File: src/rtl/tse_pkg.sv
// ----------------------------------------------------------------------------
// tse_pkg
// Shared constants, types and character codes for the tab stop expander.
// ----------------------------------------------------------------------------
package tse_pkg;

   // Sizing
   localparam int STOP_ENTRIES = 64;
   localparam int COLUMN_BITS  = 12;
   localparam int PTR_W        = (STOP_ENTRIES > 1) ? $clog2(STOP_ENTRIES) : 1;
   localparam int STOP_W       = 12;    // stop_column field width
   localparam int CHAR_W       = 8;
   localparam int IDX_W        = 6;
   localparam int OUT_W        = 12;    // out_count / column_after width
   localparam int CMP_W        = (COLUMN_BITS > STOP_W) ? COLUMN_BITS : STOP_W;

   typedef logic [PTR_W-1:0]       ptr_type;
   typedef logic [COLUMN_BITS-1:0] col_type;
   typedef logic [STOP_W-1:0]      stop_type;
   typedef logic [CHAR_W-1:0]      char_type;
   typedef logic [IDX_W-1:0]       idx_type;
   typedef logic [OUT_W-1:0]       out_type;

   localparam ptr_type LAST_PTR = ptr_type'(STOP_ENTRIES - 1);
   localparam col_type COL_MAX  = '1;
   localparam col_type COL_ONE  = col_type'(1);

   // Item kinds (req_tuser)
   localparam logic ACT_CHAR  = 1'b0;
   localparam logic ACT_WRITE = 1'b1;

   // Character codes
   localparam char_type CH_NUL   = 8'd0;
   localparam char_type CH_BS    = 8'd8;
   localparam char_type CH_TAB   = 8'd9;
   localparam char_type CH_NL    = 8'd10;
   localparam char_type CH_SPACE = 8'd32;

   // Outcome of one item: next line state plus the result beat
   typedef struct packed {
      ptr_type  ptr;
      col_type  col;
      char_type out_char;
      out_type  out_count;
   } step_result_type;

endpackage

File: src/rtl/tse_ram.sv
// ----------------------------------------------------------------------------
// tse_ram
// Generic RAM: one write port, two registered read ports (read-old-data).
// ----------------------------------------------------------------------------
module tse_ram #(
   parameter int WIDTH = 12,
   parameter int DEPTH = 64
) (
   input  logic                               clock,
   input  logic                               wr_en,
   input  logic [$clog2(DEPTH > 1 ? DEPTH : 2)-1:0] wr_addr,
   input  logic [WIDTH-1:0]                   wr_data,
   input  logic [$clog2(DEPTH > 1 ? DEPTH : 2)-1:0] rd_addr_a,
   input  logic [$clog2(DEPTH > 1 ? DEPTH : 2)-1:0] rd_addr_b,
   output logic [WIDTH-1:0]                   rd_data_a,
   output logic [WIDTH-1:0]                   rd_data_b
);

   logic [WIDTH-1:0] mem_ff [DEPTH];

   always_ff @(posedge clock) begin
      if (wr_en) begin
         mem_ff[wr_addr] <= wr_data;
      end
      rd_data_a <= mem_ff[rd_addr_a];
      rd_data_b <= mem_ff[rd_addr_b];
   end

endmodule

File: src/rtl/tse_stop_table.sv
// ----------------------------------------------------------------------------
// tse_stop_table
// Tab stop list: RAM plus per-entry valid bits (unwritten reads zero) and a
// write-to-read bypass. Presents entries at the pointer and pointer + 1.
// ----------------------------------------------------------------------------
module tse_stop_table import tse_pkg::*; (
   input  logic     clock,
   input  logic     reset,
   input  logic     wr_en,
   input  ptr_type  wr_addr,
   input  stop_type wr_data,
   input  ptr_type  rd_addr,     // pointer value for the next cycle
   output stop_type stop_cur,    // entry at the current pointer
   output stop_type stop_nxt     // entry after it
);

   logic [STOP_ENTRIES-1:0] valid_ff;
   ptr_type  rd_addr_b;
   stop_type q_a, q_b;
   logic     vld_a_ff, vld_b_ff, byp_a_ff, byp_b_ff;
   stop_type byp_data_ff;

   assign rd_addr_b = (rd_addr == LAST_PTR) ? '0 : rd_addr + 1'b1;

   tse_ram #(
      .WIDTH (STOP_W),
      .DEPTH (STOP_ENTRIES)
   ) u_ram (
      .clock     (clock),
      .wr_en     (wr_en),
      .wr_addr   (wr_addr),
      .wr_data   (wr_data),
      .rd_addr_a (rd_addr),
      .rd_addr_b (rd_addr_b),
      .rd_data_a (q_a),
      .rd_data_b (q_b)
   );

   always_ff @(posedge clock) begin
      if (reset) begin
         valid_ff <= '0;
         vld_a_ff <= 1'b0;
         vld_b_ff <= 1'b0;
         byp_a_ff <= 1'b0;
         byp_b_ff <= 1'b0;
      end else begin
         if (wr_en) begin
            valid_ff[wr_addr] <= 1'b1;
         end
         vld_a_ff <= valid_ff[rd_addr];
         vld_b_ff <= valid_ff[rd_addr_b];
         byp_a_ff <= wr_en && (wr_addr == rd_addr);
         byp_b_ff <= wr_en && (wr_addr == rd_addr_b);
      end
      byp_data_ff <= wr_data;
   end

   assign stop_cur = byp_a_ff ? byp_data_ff : (vld_a_ff ? q_a : '0);
   assign stop_nxt = byp_b_ff ? byp_data_ff : (vld_b_ff ? q_b : '0);

endmodule

File: src/rtl/tse_step.sv
// ----------------------------------------------------------------------------
// tse_step
// Per-item line logic: pointer advance, tab / backspace / pass-through, and
// the next column and pointer.
// ----------------------------------------------------------------------------
module tse_step import tse_pkg::*; (
   input  logic            is_write,
   input  char_type        char_code,
   input  col_type         col,
   input  ptr_type         ptr,
   input  stop_type        stop_cur,
   input  stop_type        stop_nxt,
   output step_result_type res
);

   localparam logic [CMP_W-1:0] COL_MAX_W = CMP_W'(COL_MAX);

   logic [CMP_W-1:0] col_w, s0_w, cs_w, target_w;
   logic     fwd1;
   ptr_type  ptr1;
   stop_type cs;
   col_type  col_dec, target;

   always_comb begin
      col_w = CMP_W'(col);
      s0_w  = CMP_W'(stop_cur);

      // pre-advance: one step when the column has reached the stop
      fwd1 = (col_w >= s0_w) && (stop_cur != '0) && (ptr != LAST_PTR);
      ptr1 = fwd1 ? ptr + 1'b1 : ptr;
      cs   = fwd1 ? stop_nxt : stop_cur;
      cs_w = CMP_W'(cs);

      target_w = (cs_w > COL_MAX_W) ? COL_MAX_W : cs_w;
      target   = COLUMN_BITS'(target_w);
      col_dec  = (col > COL_ONE) ? col - 1'b1 : col;

      res = '{ptr: ptr, col: col, out_char: CH_NUL, out_count: '0};

      if (!is_write) begin
         case (char_code)
            CH_BS: begin
               res.col       = col_dec;
               res.out_char  = CH_BS;
               res.out_count = out_type'(1);
               res.ptr       = ((CMP_W'(col_dec) < cs_w) && (ptr1 != '0)) ?
                               ptr1 - 1'b1 : ptr1;
            end
            CH_TAB: begin
               res.out_char = CH_SPACE;
               if (col < target) begin
                  res.out_count = OUT_W'(target - col);
                  res.col       = target;
               end
               res.ptr = ((cs != '0) && (ptr1 != LAST_PTR)) ? ptr1 + 1'b1 : ptr1;
            end
            CH_NL: begin
               res.out_char  = CH_NL;
               res.out_count = out_type'(1);
               res.col       = COL_ONE;
               res.ptr       = '0;
            end
            default: begin
               res.out_char  = char_code;
               res.out_count = out_type'(1);
               res.col       = (col != COL_MAX) ? col + 1'b1 : col;
               res.ptr       = ptr1;
            end
         endcase
      end
   end

endmodule

File: src/rtl/tab_stop_expander_unit.sv
// ----------------------------------------------------------------------------
// tab_stop_expander_unit
// Tab expander over a loadable list of tab stop columns, stream in and out.
// ----------------------------------------------------------------------------
// The accepting edge loads the input register; the edge on which the stage
//   fires loads the result register and raises rsp_tvalid.
// Throughput: one beat per cycle unless the response channel stalls; set by
//   the loop from the stop table read through the step compare back into the table read address.
// Reset: column 1, pointer 0, pipeline empty; the stop list reads all zero
//   at once through per-entry valid bits, no clearing pass.
// ----------------------------------------------------------------------------
module tab_stop_expander_unit import tse_pkg::*; (
   input  logic        clock,
   input  logic        reset,
   // request channel
   input  logic        req_tvalid,
   output logic        req_tready,
   input  logic [31:0] req_tdata,   // char_code[7:0], stop_index[13:8],
                                    // stop_column[25:14], zero[31:26]
   input  logic        req_tuser,   // action: 0 character, 1 table write
   // response channel
   output logic        rsp_tvalid,
   input  logic        rsp_tready,
   output logic [31:0] rsp_tdata    // out_char[7:0], out_count[19:8],
                                    // column_after[31:20]
);

   // input register
   logic     item_valid_ff;
   logic     item_action_ff;
   char_type item_char_ff;
   idx_type  item_idx_ff;
   stop_type item_stop_ff;

   // line state
   col_type  col_ff;
   ptr_type  ptr_ff;

   // result register
   logic        rsp_valid_ff;
   logic [31:0] rsp_data_ff;

   logic            fire, accept, wr_en, idx_ok;
   ptr_type         rd_addr;
   stop_type        stop_cur, stop_nxt;
   step_result_type res;

   // stage moves when the result slot is free or being drained
   assign fire       = item_valid_ff && (!rsp_valid_ff || rsp_tready);
   assign req_tready = !item_valid_ff || fire;
   assign accept     = req_tvalid && req_tready;

   // table write beats outside the list are dropped
   assign idx_ok = 32'(item_idx_ff) < STOP_ENTRIES;
   assign wr_en  = fire && (item_action_ff == ACT_WRITE) && idx_ok;

   // table read runs one pointer ahead: the next pointer addresses the RAM
   assign rd_addr = fire ? res.ptr : ptr_ff;

   tse_stop_table u_table (
      .clock    (clock),
      .reset    (reset),
      .wr_en    (wr_en),
      .wr_addr  (PTR_W'(item_idx_ff)),
      .wr_data  (item_stop_ff),
      .rd_addr  (rd_addr),
      .stop_cur (stop_cur),
      .stop_nxt (stop_nxt)
   );

   tse_step u_step (
      .is_write  (item_action_ff == ACT_WRITE),
      .char_code (item_char_ff),
      .col       (col_ff),
      .ptr       (ptr_ff),
      .stop_cur  (stop_cur),
      .stop_nxt  (stop_nxt),
      .res       (res)
   );

   always_ff @(posedge clock) begin
      if (reset) begin
         item_valid_ff <= 1'b0;
         rsp_valid_ff  <= 1'b0;
         col_ff        <= COL_ONE;
         ptr_ff        <= '0;
      end else begin
         if (accept) begin
            item_valid_ff <= 1'b1;
         end else if (fire) begin
            item_valid_ff <= 1'b0;
         end
         if (fire) begin
            rsp_valid_ff <= 1'b1;
            col_ff       <= res.col;
            ptr_ff       <= res.ptr;
         end else if (rsp_tready) begin
            rsp_valid_ff <= 1'b0;
         end
      end
      // payload, no reset
      if (accept) begin
         item_action_ff <= req_tuser;
         item_char_ff   <= req_tdata[7:0];
         item_idx_ff    <= req_tdata[13:8];
         item_stop_ff   <= req_tdata[25:14];
      end
      if (fire) begin
         rsp_data_ff <= {OUT_W'(res.col), res.out_count, res.out_char};
      end
   end

   assign rsp_tvalid = rsp_valid_ff;
   assign rsp_tdata  = rsp_data_ff;

`ifndef SYNTH
   // column never drops below 1
   a_col_nonzero: assert property (@(posedge clock) disable iff (reset)
      col_ff != '0)
      else $error("column reached zero");

   // a stalled stage leaves the line state alone
   a_stall_holds: assert property (@(posedge clock) disable iff (reset)
      !fire |=> (col_ff == $past(col_ff)) && (ptr_ff == $past(ptr_ff)))
      else $error("line state moved without a beat");

   // newline returns the line to its start
   a_newline: assert property (@(posedge clock) disable iff (reset)
      fire && (item_action_ff == ACT_CHAR) && (item_char_ff == CH_NL)
      |=> (col_ff == COL_ONE) && (ptr_ff == '0))
      else $error("newline did not reset the line");

   // table writes never touch the line state
   a_write_keeps: assert property (@(posedge clock) disable iff (reset)
      fire && (item_action_ff == ACT_WRITE)
      |=> (col_ff == $past(col_ff)) && (ptr_ff == $past(ptr_ff)))
      else $error("table write changed line state");
`endif

endmodule
File: config.mk
export PLATFORM = sky130hd
export DESIGN_NAME = tab_stop_expander_unit
export DESIGN_NICKNAME = d
export VERILOG_FILES = /design/src/rtl/tse_pkg.sv /design/src/rtl/tse_ram.sv /design/src/rtl/tse_stop_table.sv /design/src/rtl/tse_step.sv /design/src/rtl/tab_stop_expander_unit.sv
export SDC_FILE = /design/constraint.sdc
export NUM_CORES = 2
export LEC_CHECK = 0
export BUFFER_PORTS_ARGS = -buffer_cell sky130_fd_sc_hd__buf_2
export CORE_MARGIN = 4
export CORE_UTILIZATION = 50
export CTS_BUF_LIST = sky130_fd_sc_hd__clkbuf_8
export DETAILED_ROUTE_END_ITERATION = 8
export GPL_ROUTABILITY_DRIVEN = 0
export GPL_TIMING_DRIVEN = 0
export HOLD_SLACK_MARGIN = 0.06
export PLACE_DENSITY = 0.71
export RECOVER_POWER = 100
export SLEW_MARGIN = 40
export SYNTH_ARGS = -nofsm -noshare
export SYNTH_HDL_FRONTEND = slang
export SYNTH_SLANG_ARGS = --single-unit
File: constraint.sdc
create_clock -name clock -period 23.2 [get_ports clock]
set_input_delay 4.64 -clock clock [delete_from_list [all_inputs] [get_ports clock]]
set_output_delay 4.64 -clock clock [all_outputs]
set_load 0.05 [all_outputs]
==> qor.json <==
{
  "grt": {
    "grt_remaining_overflow": 0,
    "grt_start_max_net_pins": 39,
    "grt_first_pass_wirelength_mm": 237.8,
    "antenna_found_initial": 10,
    "first_global_vias": 34040,
    "global_route.usage.total_pct": 32.43
  },
  "sta": {
    "min_period_over_period_pct": 64.26,
    "achievable-frequency_mhz": 67.08,
    "hold-worst-slack_ps": 507.4,
    "period_needed_ps": 14910,
    "finalSetupTns_ps": 0,
    "clock_skew_ps": 47.30,
    "report.final.setup_viol": 0,
    "maxSlewHeadroom_pct": -83.31,
    "tightest_slew_ps": 2721,
    "grt_setup_unrepaired": "false",
    "maxSlewViolCount": 313,
    "final-hold-violation-count": 0
  },
  "setup_path": {
    "crit_type": "flip-flop to flip-flop",
    "endpoint_kind": "flip-flop",
    "critPathRequiredTime_ps": 23890,
    "crit_path_frequent_cell": "sky130_fd_sc_hd__clkbuf_1",
    "kind_of_launch_point_of_the_worst_setup_path": "flip-flop",
    "cp_data_arrival_time_ps": 15600,
    "worstPathMaxFanout": 10,
    "crit_slowest_cell": "sky130_fd_sc_hd__o21ai_0",
    "max_stage_delay_on_crit_path_ps": 2040
  },
  "drt": {
    "route.detailed.vias_per_inst": 6.749,
    "final_antenna_net_count": 0,
    "drt-total-wl_mm": 168.0,
    "drtIter0Drc": 6228,
    "detailroute.via_count": 35630,
    "drt_pass1_iterations": 9,
    "drt_drc_violations_left": 108,
    "wire_per_inst_um": 31.83
  },
  "run": {
    "drv_cap": 26
  },
  "floorplan": {
    "boundaryPins": 71,
    "die_area_um2": 100800,
    "initial_utilization_pct": 50.41,
    "fp.dieH_um": 317.5,
    "design.core.area_um2": 95010,
    "die_w_um": 317.5,
    "std_cell_rows": 113
  },
  "synthesis": {
    "ys_types": 94,
    "synth_area_per_cell_um2": 13.42,
    "netlist_area_um2": 47890,
    "net_count_of_the_mapped_netlist": 3647,
    "synth.yosys.warnings": 0,
    "dominantRegCellSynth": "sky130_fd_sc_hd__edfxtp_1",
    "syn-instance-count": 3569,
    "synth.ff_latch_count": 951,
    "synthArstFlopShare_pct": 0,
    "sequential_fraction_of_the_synthesis_area_pct": 57.04,
    "count_of_flip_flops_with_a_built_in_enable_after_synthesis": 827
  },
  "cts": {
    "cts_tree": "built",
    "ctsRootBufferMaster": "sky130_fd_sc_hd__clkbuf_8",
    "clk_latency_ps": 860,
    "cts_resized": 0,
    "cts.hold.buffers_added": 0,
    "clkTransAtPathRegs_ps": 60,
    "numCtsBuffers": 158,
    "cts.sinks": 951,
    "largest_buffer_count_on_any_clock_path": 3,
    "cts.htree.levels": 4,
    "cts_setup_buffers": 0
  },
  "status": {
    "violations": "design-rule violations, max-capacitance violations, max-slew violations",
    "run_status": "finished with violations"
  },
  "worst_hold_path": {
    "hold_class": "flip-flop to flip-flop"
  },
  "placement": {
    "portbufs": 64,
    "post-dp-hpwl_mm": 123.1
  },
  "pwr": {
    "max-vdd-ir-drop_uv": 40.09,
    "power_mw": 3.930,
    "pwr_density_cell_nw_per_um2": 73.97,
    "cellLeakagePower_nw": 18.70
  },
  "cells_and_area": {
    "layout_overhead_on_the_synthesized_area_pct": 10.94,
    "layout_commonest_cell": "sky130_fd_sc_hd__edfxtp_1",
    "final_layout_size_suffix_gt1_share_pct": 17.19,
    "count_of_nets_after_finishing": 3965,
    "most-common-layout-cells": "sky130_fd_sc_hd__edfxtp_1 (827), sky130_fd_sc_hd__nand2_1 (353), sky130_fd_sc_hd__clkbuf_1 (275)"
  }
}
## logic make-up after synthesis
| kind of cell | after synthesis | share of synthesized area (%) |
|---|---|---|
| AOI/OAI and AO/OA | 689 | 9.917 |
| and+or+nand+nor | 860 | 8.127 |
| muxes | 676 | 20.12 |
| adders and majority gates | 41 | 1.087 |
| xor gates and xnor gates | 36 | 0.6740 |
| DFF | 951 | 57.04 |
| buffers and inverters | 316 | 3.041 |
## layer usage
| metal | part of all wire, % | GRT usage [%] |
|---|---|---|
| met1 | 35 | 41.18 |
| met4 | 8.5 | 22.48 |
| met3 | 15 | 12.62 |
| met5 | 0.080 | 0.6147 |
| met2 | 41 | 45.65 |
## cell usage after synthesis, drive strengths merged, types with 11 or more instances
cell    instances  area share (%)
edfxtp        827              52
nand2         353             2.8
mux2i         255             5.3
nor2          231             1.8
mux2          213             5.0
mux4          208             9.8
o211ai        207             3.2
o21ai         192             2.0
clkbuf        159             1.2
dfxtp         124             5.2
buf           113             1.4
a211oi         53            0.86
a21oi          51            0.55
nor3           48            0.50
and2           46            0.60
nand3          46            0.48
inv            42            0.33
ha             40             1.0
a31oi          33            0.43
nand4          29            0.38
xnor2          29            0.55
and3           21            0.27
or3            17            0.22
a221o          15            0.31
a22oi          15            0.25
nor2b          13            0.17
o32ai          12            0.24
a221oi         11            0.20
## final timing paths
| check | start | end | slack (ps) | cells past startpoint |
|---|---|---|---|---|
| max | u_table.byp_a_ff$_SDFF_PP0_ | u_table.u_ram.rd_data_b[5]$_DFF_P_ | 8290 | 35 |
| min | u_table.valid_ff[62]$_SDFFE_PP0P_ | u_table.valid_ff[62]$_SDFFE_PP0P_ | 510 | 2 |
| max reg2reg | u_table.byp_a_ff$_SDFF_PP0_ | u_table.u_ram.rd_data_b[5]$_DFF_P_ | 8290 | 35 |
| min reg2reg | u_table.valid_ff[62]$_SDFFE_PP0P_ | u_table.valid_ff[62]$_SDFFE_PP0P_ | 510 | 2 |
## report_power, final
group	internal, mW	total, mW	switching, mW	leakage (nW)
sequential	1.88	1.90	0.0173	8.48
clock	0.719	1.43	0.712	1.71
combinational	0.182	0.602	0.420	8.50
total	2.78	3.93	1.15	18.7
## state kept, by name (all words and copies together) (netlist names)
signal / cells
item_valid_ff: 1
ptr_ff: 6
u_table.vld_b_ff: 1
u_table.byp_b_ff: 1
u_table.vld_a_ff: 1
item_action_ff: 1
u_table.u_ram.rd_data_a: 12
col_ff: 12
item_idx_ff: 6
u_table.u_ram.mem_ff: 768
item_stop_ff: 12
item_char_ff: 8
u_table.byp_a_ff: 1
u_table.u_ram.rd_data_b: 12
u_table.byp_data_ff: 12
u_table.valid_ff: 64
rsp_tdata: 32
rsp_tvalid: 1
## per-stage QoR
stage / area, um^2 / utilization [%] / worst slack [ps] / cells
floorplan: 47890 / - / 13420 / 3569
global placement: 49800 / 52.41 / 10030 / 4898
detailed placement: 50980 / 53.66 / 11150 / 4984
CTS: 53950 / 56.78 / 11090 / 5266
global route: 53120 / 55.91 / 8120 / 5275
finish: 53130 / 55.92 / 8293 / 5279
## worst max-delay path, delay by kind of cell, from the launching register on
kind,cells,cell delay (ps)
AO/OA/AOI/OAI,10,5060
multiplexers,4,1490
adder cells (fa/ha/maj),3,1110
AND/OR/NAND/NOR,7,1020
flip-flops,1,400
buffers and inverters,11,5570
## area by class of cell
| class | instances | area [um^2] |
|---|---|---|
| flip-flops and latches | 951 | 27320 |
| clock inverters | 118 | 709.4 |
| well taps | 1265 | 1583 |
| fillers | 7800 | 41880 |
| repair buffers | 158 | 675.6 |
| multi-input cells | 2302 | 19110 |
| diodes | 5 | 12.51 |
| clock buffers | 164 | 2257 |
| plain buffers | 272 | 1300 |
| inverters | 44 | 165.2 |
Power figures use the tool's default switching activity.
